===== src/design/dtrr_pkg.sv =====
// ----------------------------------------------------------------------------
// dtrr_pkg
// Shared types, widths and constants of the dual tilt relative rotation unit.
// ----------------------------------------------------------------------------
package dtrr_pkg;

    localparam int ANGLE_FRAC_BITS = 16;
    localparam int ACC_FRAC        = 24;
    localparam int CORDIC_STEPS    = 28;
    localparam int PRESCALE        = 30;

    localparam int RAW_W  = 16;
    localparam int DIFF_W = RAW_W + 1;
    localparam int PROD_W = DIFF_W + 8;
    localparam int NUM_W  = 24;
    localparam int DEN_W  = RAW_W + 1;
    localparam int REM_W  = DEN_W + 1;
    localparam int AXIS_W = 25;
    localparam int VEC_W  = 58;
    localparam int ACC_W  = 34;
    localparam int DEG_W  = 9;
    localparam int ROT_W  = 10;
    localparam int TQ_W   = DEG_W + ANGLE_FRAC_BITS;
    localparam int IDX_W  = 2;

    localparam int CFG_MIN_RAW = 0;
    localparam int CFG_MAX_RAW = 1;

    localparam logic signed [RAW_W-1:0] MIN_RAW_RST = 16'sd265;
    localparam logic signed [RAW_W-1:0] MAX_RAW_RST = 16'sd402;

    typedef logic signed [RAW_W-1:0]  t_raw;
    typedef logic signed [AXIS_W-1:0] t_axis;
    typedef logic signed [ACC_W-1:0]  t_acc;
    typedef logic [DEG_W-1:0]         t_deg;
    typedef logic signed [DEG_W-1:0]  t_off;
    typedef logic signed [ROT_W-1:0]  t_rot;

    typedef struct packed {
        logic [DEN_W-1:0] mag;
        logic             neg;
        logic             zero;
    } t_den;

    localparam t_acc ACC_DEG90  = t_acc'(64'sd90 <<< ACC_FRAC);
    localparam t_acc ACC_DEG180 = t_acc'(64'sd180 <<< ACC_FRAC);

    // round(atan(2^-i) in degrees * 2^24)
    function automatic t_acc atan_entry(input int i);
        unique case (i)
            0:  atan_entry = t_acc'(754974720);
            1:  atan_entry = t_acc'(445687602);
            2:  atan_entry = t_acc'(235489088);
            3:  atan_entry = t_acc'(119537938);
            4:  atan_entry = t_acc'(60000934);
            5:  atan_entry = t_acc'(30029717);
            6:  atan_entry = t_acc'(15018523);
            7:  atan_entry = t_acc'(7509720);
            8:  atan_entry = t_acc'(3754917);
            9:  atan_entry = t_acc'(1877466);
            10: atan_entry = t_acc'(938734);
            11: atan_entry = t_acc'(469367);
            12: atan_entry = t_acc'(234684);
            13: atan_entry = t_acc'(117342);
            14: atan_entry = t_acc'(58671);
            15: atan_entry = t_acc'(29335);
            16: atan_entry = t_acc'(14668);
            17: atan_entry = t_acc'(7334);
            18: atan_entry = t_acc'(3667);
            19: atan_entry = t_acc'(1833);
            20: atan_entry = t_acc'(917);
            21: atan_entry = t_acc'(458);
            22: atan_entry = t_acc'(229);
            23: atan_entry = t_acc'(115);
            24: atan_entry = t_acc'(57);
            25: atan_entry = t_acc'(29);
            26: atan_entry = t_acc'(14);
            27: atan_entry = t_acc'(7);
            default: atan_entry = '0;
        endcase
    endfunction

endpackage


===== src/design/dtrr_map.sv =====
// ----------------------------------------------------------------------------
// dtrr_map
// Maps two raw axes, min to -90, max to 90, via a one-bit-per-stage divider.
// ----------------------------------------------------------------------------
module dtrr_map (
    input  logic           i_clk,
    input  logic           i_rst_n,
    input  logic           i_adv,
    input  logic           i_valid,
    input  dtrr_pkg::t_raw i_raw_a,
    input  dtrr_pkg::t_raw i_raw_b,
    input  dtrr_pkg::t_raw i_min,
    input  dtrr_pkg::t_den i_den,
    output logic           o_valid,
    output dtrr_pkg::t_axis o_axis_a,
    output dtrr_pkg::t_axis o_axis_b
);
    import dtrr_pkg::*;

    localparam int NSTG = NUM_W + 3;

    logic [NSTG-1:0] r_vld;
    t_raw            w_raw [2];
    t_axis           w_axis [2];

    assign w_raw[0] = i_raw_a;
    assign w_raw[1] = i_raw_b;

    always_ff @(posedge i_clk) begin
        if (!i_rst_n) begin
            r_vld <= '0;
        end else if (i_adv) begin
            r_vld <= {r_vld[NSTG-2:0], i_valid};
        end
    end

    genvar l, k;
    generate
        for (l = 0; l < 2; l++) begin : g_lane
            logic signed [DIFF_W-1:0] r_diff;
            logic signed [PROD_W-1:0] w_prod;
            logic [PROD_W-1:0]        w_abs;
            logic [REM_W-1:0]         r_rem [0:NUM_W];
            logic [NUM_W-1:0]         r_num [0:NUM_W];
            logic [NUM_W-1:0]         r_quo [0:NUM_W];
            logic                     r_sgn [0:NUM_W];
            logic signed [AXIS_W-1:0] w_q;
            t_axis                    r_axis;

            assign w_prod = {{(PROD_W-DIFF_W){r_diff[DIFF_W-1]}}, r_diff} * PROD_W'(180);
            assign w_abs  = w_prod[PROD_W-1] ? PROD_W'(-w_prod) : PROD_W'(w_prod);

            always_ff @(posedge i_clk) begin
                if (i_adv) begin
                    r_diff   <= {w_raw[l][RAW_W-1], w_raw[l]} - {i_min[RAW_W-1], i_min};
                    r_rem[0] <= '0;
                    r_num[0] <= w_abs[NUM_W-1:0];
                    r_quo[0] <= '0;
                    r_sgn[0] <= w_prod[PROD_W-1] ^ i_den.neg;
                end
            end

            for (k = 1; k <= NUM_W; k++) begin : g_div
                logic [REM_W-1:0] w_sh;
                logic             w_ge;

                assign w_sh = {r_rem[k-1][REM_W-2:0], r_num[k-1][NUM_W-1]};
                assign w_ge = (w_sh >= {1'b0, i_den.mag});

                always_ff @(posedge i_clk) begin
                    if (i_adv) begin
                        r_rem[k] <= w_ge ? (w_sh - {1'b0, i_den.mag}) : w_sh;
                        r_num[k] <= {r_num[k-1][NUM_W-2:0], 1'b0};
                        r_quo[k] <= {r_quo[k-1][NUM_W-2:0], w_ge};
                        r_sgn[k] <= r_sgn[k-1];
                    end
                end
            end

            assign w_q = r_sgn[NUM_W] ? -$signed({1'b0, r_quo[NUM_W]})
                                      :  $signed({1'b0, r_quo[NUM_W]});

            always_ff @(posedge i_clk) begin
                if (i_adv) begin
                    r_axis <= i_den.zero ? t_axis'(-90) : t_axis'(w_q - 25'sd90);
                end
            end

            assign w_axis[l] = r_axis;
        end
    endgenerate

    assign o_valid  = r_vld[NSTG-1];
    assign o_axis_a = w_axis[0];
    assign o_axis_b = w_axis[1];

endmodule


===== config.mk =====
export PLATFORM = sky130hd
export DESIGN_NAME = dtrr_map
export DESIGN_NICKNAME = d
export VERILOG_FILES = /design/src/design/dtrr_pkg.sv /design/src/design/dtrr_map.sv
export SDC_FILE = /design/constraint.sdc
export NUM_CORES = 2
export LEC_CHECK = 0
export BUFFER_PORTS_ARGS = -buffer_cell sky130_fd_sc_hd__buf_4
export CAP_MARGIN = 0
export CORE_ASPECT_RATIO = 1.4
export CORE_MARGIN = 2
export CORE_UTILIZATION = 65
export CTS_BUF_LIST = sky130_fd_sc_hd__clkbuf_8
export DETAILED_ROUTE_END_ITERATION = 10
export HOLD_SLACK_MARGIN = 0.08
export PLACE_DENSITY = 0.82
export SYNTH_ARGS = -nofsm -noshare
export SYNTH_HDL_FRONTEND = slang
export SYNTH_SLANG_ARGS = --single-unit

===== constraint.sdc =====
create_clock -name i_clk -period 11.7 [get_ports i_clk]
set_input_delay 2.34 -clock i_clk [delete_from_list [all_inputs] [get_ports i_clk]]
set_output_delay 2.34 -clock i_clk [all_outputs]
set_load 0.05 [all_outputs]

==> reports/qor.yml <==
outcome:
  status: "completed"
cts:
  cts-root-buf: "clkbuf_8"
  h-tree-depth: 5
  post_cts_buffers: 0
  clock_path_buffers: 4
  clock_sinks: 2049
  worstSkewPairLatency_ns: 1.05
  cts.clk_slew.worst_paths_ns: 0.06
  cts_tree: "done"
  postCtsResizedCells: 0
  numCtsBuffers: 325
  hold_buffers: 0
floorplanning:
  die_area_mm2: 0.177
  ios: 122
  die_w_um: 356
  rows: 180
  core_area_mm2: 0.172
  die_h_um: 497
  initial_core_util_pct: 65.5
timing:
  rsz0062_at_grt: "no"
  layout_setup_ws_ns: 5.70
  period_share_pct: 51.3
  whs_ns: 0.348
  setup_viol: 0
  fin_crit_ns: 6.00
  tightest_slew_ns: 1.19
  finalClockSkew_ns: 0.0709
  relSlewSlack_pct: 20.3
  hold_viol_final: 0
  fmax_ghz: 0.167
  setup_tns_ns: 0
  finalMaxSlewViolations: 0
placed_design:
  io_buffers: 121
  post-dp-hpwl_um: 172000
  dp_cells: 11700
  dp_slack_ns: 4.74
  gp_congestion: 0.944
layout:
  nets: 10800
  final_cell_mix: "edfxtp_1 (2022), ha_1 (920), nand2_1 (732)"
  drive_gt1_share_pct: 9.52
  area_growth_pct: 8.69
  final_util_pct: 71.2
  final_cells: 12300
  mostFrequentLayoutCell: "edfxtp_1"
yosys:
  synthCells: 9415
  syn_area_per_cell_um2: 12.0
  yosysUniqueCellTypes: 91
  synth-async-reset-ratio_pct: 0
  netlist_area_mm2: 0.113
  synth_edf_count: 2022
  ys_seq_area_share_pct: 54.4
  syn_nets: 10500
  synth-main-ff-cell: "edfxtp_1"
  ys_ff_latch: 2049
  ys_warn_count: 0
worst_hold_path:
  hold_path_class: "reg2reg"
  hold_end: "g_lane[1].r_num[0][189]"
  worstHoldStart: "g_lane[1].r_num[0][164]"
  hold_path_depth: 0
critical_path:
  end_kind: "flop"
  critPathKind: "in2reg"
  r2r_cells: 15
  r2r-start: "g_lane[0].r_diff[0]"
  cp-start-kind: "input port"
  crit_arrival_ns: 6.68
  r2r_setup_slack_ns: 6.29
  crit_fanout: 35
  worstPathRequired_ns: 12.38
  crit-reg2reg-capture: "g_lane[0].r_num[0][13]"
global_routing:
  grt_pass1_vias: 76000
  grt_pass1_wl_um: 388000
  antenna_found_initial: 2
  gr-total-overflow: 0
  grtUsageTotal_pct: 27.7
  grt_max_degree: 194
drt:
  routedWlPerCell_um: 20.1
  drc: 0
  drt_iter0_drc: 5137
  viasPerCell: 6.13
  routed_wl_um: 246000
  dr_total_vias: 75200
  antenna_left: 0
  dr.pass1.iters: 8
power_and_ir_drop:
  vdd_ir_drop_max_uv: 317
  p_per_area_mw_per_mm2: 274
  p_leak_nw: 47.6
flow_run:
  drv_cap: 0
logic make-up after synthesis:
family                     Yosys count  synth area share, %
and+or+nand+nor                   2469                 10.6
muxes                              313                 3.04
buffers and inverters              656                 2.22
adders and majority gates         1010                 11.8
AOI/OAI and AO/OA                 2148                 11.9
xor gates and xnor gates           770                 5.98
DFF                               2049                 54.4
area by class of cell:
type                    count  area, µm²
inverters                 483       1810
multi-input cells        6710      49100
flip-flops and latches   2049      61300
well taps                2275       2850
clock buffers             328       4510
clock inverters           218       1330
fillers                 11800      49600
repair buffers            198       1620
diodes                      2       5.00
through the flow:
stage	power [mW]	cell area, µm²
floorplan	23.9	113000
global placement	27.2	117000
detailed placement	27.9	117000
CTS	33.6	122000
global route	36.0	122000
finish	33.6	122000
state kept, by name (all words and copies together), names as in the netlist:
name,count
g_lane.r_sgn,50
g_lane.r_rem,782
g_lane.r_quo,600
o_axis_b,25
r_vld,27
o_axis_a,25
g_lane.r_num,506
g_lane.r_diff,34
per-layer routing:
| layer | up-vias | GRT usage (%) | part of all wire, % |
|---|---|---|---|
| met5 | - | 0 | 0.0053 |
| met4 | 2 | 17.2 | 6.5 |
| met3 | 844 | 4.22 | 4.8 |
| met2 | 2370 | 50.1 | 52 |
| met1 | 36000 | 30.6 | 37 |
| li1 | 36000 | - | - |
worst max path at each step:
stage,start,to,depth (start not counted)
after CTS,i_den[7],g_lane[0].r_rem[0][68],12
after global routing,i_den[5],g_lane[1].r_rem[5][59],12
after detailed placement,i_den[5],g_lane[1].r_rem[5][60],12
after floorplan,i_den[4],g_lane[0].r_rem[1][10],12
final,i_den[7],g_lane[0].r_rem[0][68],12
after global placement,i_den[7],g_lane[0].r_rem[0][68],12
where the power goes:
group	leakage, nW	internal (mW)	switching [mW]
registers	20.0	11.0	1.06
logic	24.4	6.82	8.99
clock network	3.23	2.92	2.76
total	47.6	20.8	12.8
synthesized netlist by cell type, drive strengths merged, types with 158 or more instances:
cell type / count / share of area, %
nand2: 732 / 2.4
xor2: 326 / 2.5
a21o: 207 / 1.4
nor2b: 195 / 1.1
nor3: 218 / 0.99
inv: 482 / 1.6
nor2: 584 / 1.9
xnor2: 444 / 3.5
edfxtp: 2022 / 54
o21ai: 723 / 3.2
a21oi: 473 / 2.1
mux2: 229 / 2.3
nand2b: 158 / 0.88
ha: 920 / 10
worst max-delay path, stage by stage:
cell and delay, ns:
buf_4 0.12, inv_2 0.28, buf_4 0.80, ha_1 0.44, and3_1 0.20, a21oi_1 0.15
a31oi_1 0.16, o211ai_1 0.20, a31oi_1 0.13, a311o_1 0.37, a211oi_4 1.00, o21ai_0 0.43
(Power assumes the default switching activity.)
