--- src/design/dtrr_pkg.sv ---
// ----------------------------------------------------------------------------
// dtrr_pkg
// Shared types, widths and constants of the dual tilt relative rotation unit.
// ----------------------------------------------------------------------------
package dtrr_pkg;

    localparam int ANGLE_FRAC_BITS = 16;
    localparam int ACC_FRAC        = 24;
    localparam int CORDIC_STEPS    = 28;
    localparam int PRESCALE        = 30;

    localparam int RAW_W  = 16;
    localparam int DIFF_W = RAW_W + 1;
    localparam int PROD_W = DIFF_W + 8;
    localparam int NUM_W  = 24;
    localparam int DEN_W  = RAW_W + 1;
    localparam int REM_W  = DEN_W + 1;
    localparam int AXIS_W = 25;
    localparam int VEC_W  = 58;
    localparam int ACC_W  = 34;
    localparam int DEG_W  = 9;
    localparam int ROT_W  = 10;
    localparam int TQ_W   = DEG_W + ANGLE_FRAC_BITS;
    localparam int IDX_W  = 2;

    localparam int CFG_MIN_RAW = 0;
    localparam int CFG_MAX_RAW = 1;

    localparam logic signed [RAW_W-1:0] MIN_RAW_RST = 16'sd265;
    localparam logic signed [RAW_W-1:0] MAX_RAW_RST = 16'sd402;

    typedef logic signed [RAW_W-1:0]  t_raw;
    typedef logic signed [AXIS_W-1:0] t_axis;
    typedef logic signed [ACC_W-1:0]  t_acc;
    typedef logic [DEG_W-1:0]         t_deg;
    typedef logic signed [DEG_W-1:0]  t_off;
    typedef logic signed [ROT_W-1:0]  t_rot;

    typedef struct packed {
        logic [DEN_W-1:0] mag;
        logic             neg;
        logic             zero;
    } t_den;

    localparam t_acc ACC_DEG90  = t_acc'(64'sd90 <<< ACC_FRAC);
    localparam t_acc ACC_DEG180 = t_acc'(64'sd180 <<< ACC_FRAC);

    // round(atan(2^-i) in degrees * 2^24)
    function automatic t_acc atan_entry(input int i);
        unique case (i)
            0:  atan_entry = t_acc'(754974720);
            1:  atan_entry = t_acc'(445687602);
            2:  atan_entry = t_acc'(235489088);
            3:  atan_entry = t_acc'(119537938);
            4:  atan_entry = t_acc'(60000934);
            5:  atan_entry = t_acc'(30029717);
            6:  atan_entry = t_acc'(15018523);
            7:  atan_entry = t_acc'(7509720);
            8:  atan_entry = t_acc'(3754917);
            9:  atan_entry = t_acc'(1877466);
            10: atan_entry = t_acc'(938734);
            11: atan_entry = t_acc'(469367);
            12: atan_entry = t_acc'(234684);
            13: atan_entry = t_acc'(117342);
            14: atan_entry = t_acc'(58671);
            15: atan_entry = t_acc'(29335);
            16: atan_entry = t_acc'(14668);
            17: atan_entry = t_acc'(7334);
            18: atan_entry = t_acc'(3667);
            19: atan_entry = t_acc'(1833);
            20: atan_entry = t_acc'(917);
            21: atan_entry = t_acc'(458);
            22: atan_entry = t_acc'(229);
            23: atan_entry = t_acc'(115);
            24: atan_entry = t_acc'(57);
            25: atan_entry = t_acc'(29);
            26: atan_entry = t_acc'(14);
            27: atan_entry = t_acc'(7);
            default: atan_entry = '0;
        endcase
    endfunction

endpackage

--- src/design/dtrr_post.sv ---
// ----------------------------------------------------------------------------
// dtrr_post
// Turns both angles into whole degrees, signed offsets and the stick rotation.
// ----------------------------------------------------------------------------
module dtrr_post (
    input  logic           i_clk,
    input  logic           i_rst_n,
    input  logic           i_adv,
    input  logic           i_valid,
    input  dtrr_pkg::t_acc i_acc_one,
    input  dtrr_pkg::t_acc i_acc_two,
    output logic           o_valid,
    output dtrr_pkg::t_deg o_tilt_one,
    output dtrr_pkg::t_off o_offset_one,
    output dtrr_pkg::t_deg o_tilt_two,
    output dtrr_pkg::t_off o_offset_two,
    output dtrr_pkg::t_rot o_stick_rotation
);
    import dtrr_pkg::*;

    localparam logic signed [ACC_W:0] HALF_TURN = (ACC_W+1)'(64'sd180 <<< ACC_FRAC);
    localparam logic signed [ACC_W:0] FULL_TURN = (ACC_W+1)'(64'sd360 <<< ACC_FRAC);
    localparam logic [TQ_W-1:0]       FULL_TQ   = TQ_W'(360) << ANGLE_FRAC_BITS;

    // shift by 180, clamp to [0, 360] and floor to the output fraction
    function automatic logic [TQ_W-1:0] to_tq(input t_acc acc);
        logic signed [ACC_W:0] t;
        t = {acc[ACC_W-1], acc} + HALF_TURN;
        if (t < 0) begin
            t = '0;
        end else if (t > FULL_TURN) begin
            t = FULL_TURN;
        end
        return t[ACC_FRAC+DEG_W-1 -: TQ_W];
    endfunction

    logic [2:0]      r_vld;
    logic [TQ_W-1:0] r_tq1, r_tq2, w_rest;
    t_deg            r_g1, r_g2, r_og1, r_og2, w_g1, w_g2;
    t_off            r_off1, r_off2, r_oo1, r_oo2, w_off2;
    t_rot            r_rot, w_a, w_b;

    always_ff @(posedge i_clk) begin
        if (!i_rst_n) begin
            r_vld <= '0;
        end else if (i_adv) begin
            r_vld <= {r_vld[1:0], i_valid};
        end
    end

    assign w_g1   = r_tq1[TQ_W-1 -: DEG_W];
    assign w_g2   = r_tq2[TQ_W-1 -: DEG_W];
    assign w_rest = FULL_TQ - r_tq2;
    assign w_off2 = (w_g2 <= t_deg'(180)) ? t_off'(w_g2)
                                          : -t_off'(w_rest[TQ_W-1 -: DEG_W]);

    assign w_a = r_off1[DEG_W-1] ? -t_rot'(r_off1) : t_rot'(r_off1);
    assign w_b = r_off2[DEG_W-1] ? -t_rot'(r_off2) : t_rot'(r_off2);

    always_ff @(posedge i_clk) begin
        if (i_adv) begin
            r_tq1  <= to_tq(i_acc_one);
            r_tq2  <= to_tq(i_acc_two);
            r_g1   <= w_g1;
            r_g2   <= w_g2;
            r_off1 <= (w_g1 <= t_deg'(180)) ? t_off'(w_g1) : t_off'(w_g1 - t_deg'(360));
            r_off2 <= w_off2;
            r_og1  <= r_g1;
            r_og2  <= r_g2;
            r_oo1  <= r_off1;
            r_oo2  <= r_off2;
            r_rot  <= (r_off1 > 0 && r_off2 <= 0) ? (w_b + w_a) : (w_b - w_a);
        end
    end

    assign o_valid          = r_vld[2];
    assign o_tilt_one       = r_og1;
    assign o_offset_one     = r_oo1;
    assign o_tilt_two       = r_og2;
    assign o_offset_two     = r_oo2;
    assign o_stick_rotation = r_rot;

endmodule

--- config.mk ---
export PLATFORM = sky130hd
export DESIGN_NAME = dtrr_post
export DESIGN_NICKNAME = d
export VERILOG_FILES = /design/src/design/dtrr_pkg.sv /design/src/design/dtrr_post.sv
export SDC_FILE = /design/constraint.sdc
export NUM_CORES = 1
export LEC_CHECK = 0
export ABC_AREA = 1
export ABC_CLOCK_PERIOD_IN_PS = 3500
export BUFFER_PORTS_ARGS = -buffer_cell sky130_fd_sc_hd__buf_2
export CAP_MARGIN = 10
export CORE_MARGIN = 2
export CORE_UTILIZATION = 55
export CTS_BUF_LIST = sky130_fd_sc_hd__clkbuf_16
export DETAILED_ROUTE_END_ITERATION = 10
export PLACE_DENSITY = 0.9
export SKIP_CTS_REPAIR_TIMING = 1
export SYNTH_ARGS = -nofsm -noshare
export SYNTH_HDL_FRONTEND = slang
export SYNTH_SLANG_ARGS = --single-unit
--- constraint.sdc ---
create_clock -name i_clk -period 3.5 [get_ports i_clk]
set_input_delay 0.525 -clock i_clk [delete_from_list [all_inputs] [get_ports i_clk]]
set_output_delay 0.525 -clock i_clk [all_outputs]
set_load 0.005 [all_outputs]
==> impl_metrics.py <==
metrics = {
    "status": {
        "status": "complete, no violations",
    },
    "detailed_routing": {
        "drtAntennaViolNets": 0,
        "drt_pass1_iterations": 5,
        "drt_iter0_drc": 398,
        "vias": 5059,
        "via_per_inst": 5.08,
        "drt-total-wl_um": 12000,
        "wl_per_cell_um": 12.0,
        "post-route-drc-count": 0,
    },
    "synthesis": {
        "synth.ff_latch_count": 113,
        "yosysWarningCount": 0,
        "synth_area_leader_cell": "edfxtp_1",
        "synth_area_um2": 6480,
        "syn-num-nets": 801,
        "synthTopCellsByArea": "edfxtp_1 51%, nand2_1 8.7%, inv_1 6.0%",
        "avgSynthCellArea_um2": 9.15,
        "synth_sequential_area_ratio_pct": 51.9,
        "synth_top_area_share_pct": 51.0,
        "synth_cells": 708,
        "synth.distinct_cells": 35,
    },
    "grt": {
        "grt.total_usage_pct": 19.2,
        "grt_pass1_vias": 4550,
        "grt_max_degree": 62,
        "grt_pass1_wl_um": 19600,
        "antenna_found_initial": 0,
        "overflow": 0,
    },
    "clock_tree": {
        "clk_pin_slew_ps": 50,
        "htreeDepth": 4,
        "root_buffer": "clkbuf_16",
        "cts_tree": "built",
        "cts_buffer_depth": 2,
        "clock_latency_ps": 410,
        "cts_made_buffers": 17,
        "cts_sinks": 113,
    },
    "cells_and_area": {
        "drive_above_1_share_pct": 23.4,
        "antenna_cells": 0,
        "num-fill-cells": 861,
        "syn_to_final_growth_pct": 21.5,
        "postLayoutCellArea_um2": 7870,
        "layout.nets": 933,
        "layout_commonest_cell": "nand2_1",
        "layout_common_cells": "150 x nand2_1, 117 x buf_2, 110 x edfxtp_1",
    },
    "worst_setup_path": {
        "cp.required_ps": 3670,
        "cp_top_family": "simple AND/OR/NAND/NOR gates",
        "critical-path-max-stage-delay_ps": 470,
        "crit_path_max_fanout": 6,
        "rr_startpoint": "r_g1[0]",
        "crit_buf_inv": 2,
        "crit_path_frequent_cell": "nand2_1",
        "cp.arrival_ps": 3360,
        "worstPathCellList": "inv_2 > ha_1 > nand3_1 > nor2_1 > nand4_1 > nand3_4 > nand2_1 > o21ai_2 > inv_1 > fa_1 > o21ai_1 > nand2_1 > nand2_1 > a21oi_1 > o21ai_0 > nand2_1 > nand3_1 > nand2_1",
        "cp-end-kind": "flop",
        "r2r_setup_slack_ps": 310,
        "crit_slowest_cell": "fa_1",
        "reg2reg_to": "o_stick_rotation[8]",
        "r2r_cells": 18,
        "path_class": "reg -> reg",
        "worstSetupStartpointType": "flop",
    },
    "die": {
        "io_pins": 119,
        "die_x_um": 113,
        "coreArea_um2": 11500,
        "rows": 39,
        "start_util_pct": 56.5,
        "die_height_um": 113,
        "die_area_um2": 12700,
    },
    "sta": {
        "layout_setup_ws_ps": 309,
        "whs_ps": 335,
        "fin_skew_ps": 9.57,
        "fmax_mhz": 313,
        "tightest_slew_ps": 735,
        "timing.final.hold_violations": 0,
        "fin_tns_setup_ps": 0,
        "fin_crit_ps": 3190,
        "finalSetupViolations": 0,
        "min_period_over_period_pct": 91.2,
        "maxSlewHeadroom_pct": 51.0,
        "drv_slew": 0,
    },
    "placement": {
        "preCtsSetupSlack_ps": 46.3,
        "placed_cell_area_um2": 7180,
        "port_buffers": 118,
        "dp_hpwl_um": 8630,
        "gp_congestion": 0.906,
    },
    "min_path": {
        "min_path_cells": 3,
        "min_to": "r_vld[0]",
        "min_path_type": "in -> reg",
        "hold_start": "i_valid",
    },
    "pwr": {
        "p_leak_nw": 3.57,
        "p_sw_mw": 1.29,
        "p_int_mw": 3.47,
        "powerDensity_nw_per_um2": 605,
        "irDropWorstVdd_uv": 500,
        "clkPwrFrac_pct": 39.7,
        "swShare_pct": 27.2,
        "total_power_mw": 4.76,
        "seqPwrFrac_pct": 38.4,
        "p_comb_share_pct": 21.9,
    },
    "job": {
        "drv_cap": 0,
    },
}
-- how the worst max path moves through the flow --
stage          slack [ps]      start  cells after the start                  end
2_1_floorplan         500  r_off2[0]                     18  o_stick_rotation[8]
3_3_place_gp          250  r_off2[0]                     18  o_stick_rotation[8]
3_5_place_dp           50  r_off2[0]                     18  o_stick_rotation[8]
4_1_cts                40  r_off2[0]                     18  o_stick_rotation[8]
5_1_grt               -50    r_g1[0]                     18  o_stick_rotation[8]
6_report              310    r_g1[0]                     18  o_stick_rotation[8]
-- metrics by stage --
stage / utilization (%) / std cells
floorplan: - / 708
global placement: 62.6 / 961
detailed placement: 62.6 / 961
CTS: 68.3 / 992
global route: 68.6 / 995
finish: 68.6 / 995
-- power by group through the flow --
stage / combinational (mW) / clock, mW / sequential [mW]
after floorplan: 0.732 / 0 / 1.84
after global placement: 0.970 / 0 / 1.85
after detailed placement: 1.01 / 0 / 1.85
after CTS: 1.02 / 1.91 / 1.83
after global routing: 1.18 / 1.97 / 1.85
final: 1.04 / 1.89 / 1.83
-- cells in the mapped netlist --
cell type / count
dfxtp_1: 3
nor2_1: 87
xnor2_1: 11
nand3_2: 5
a211oi_1: 1
a31oi_1: 2
o21ai_1: 1
buf_12: 2
a21oi_1: 20
a21oi_2: 1
nor2_2: 2
fa_1: 1
clkbuf_1: 1
o21ai_0: 30
and3_1: 1
nor2_4: 21
nand2_4: 2
o41ai_1: 1
nor3b_1: 2
nor4_1: 11
nand2_2: 10
o21a_1: 1
inv_1: 104
nand4_1: 11
inv_2: 5
nor3_1: 4
buf_2: 1
buf_4: 5
o22ai_1: 1
nand3_1: 60
xor2_1: 20
edfxtp_1: 110
ha_1: 20
nand2_1: 150
nand3_4: 1
-- cells by family (layout without fill, tap and decap cells) --
family	Yosys count	in the layout	synth area share, %
XOR/XNOR	31	31	4.19
AND/OR/NAND/NOR	367	367	27.3
AO/OA/AOI/OAI	58	58	4.73
buffers and inverters	118	262	7.65
flip-flops	113	113	51.9
adder cells (fa/ha/maj)	21	21	4.17
-- routing by layer --
metal  share of wire [%]  vias up  global-route usage [%]
met1                  43     2268                    23.2
met5                   0        -                       0
met2                  49      158                    33.2
li1                    -     2606                       -
met4                 2.4        0                    8.29
met3                 5.4       27                    4.37
-- tightest hold or removal path: cells and delay by family --
family	cells	cell delay, ps
buffers and inverters	1	70
and+or+nand+nor	2	110
-- cell type report --
class,instances,area (µm²),area share [%]
clock inverters,14,220,2.80
multi-input cells,477,2640,33.5
clock buffers,17,425,5.41
repair buffers,122,636,8.08
inverters,109,409,5.20
flip-flops and latches,113,3360,42.7
well taps,143,179,2.27
-- flip-flops by register name, summed over array words and instances, names as in the netlist --
name and flops:
r_tq2 25, r_g1 9, r_vld 3, o_tilt_one 9, o_tilt_two 9, o_stick_rotation 10, o_offset_two 9, o_offset_one 6
r_off2 9, r_tq1 9, r_g2 9, r_off1 6
No activity file was read; power rests on OpenSTA's default activity.
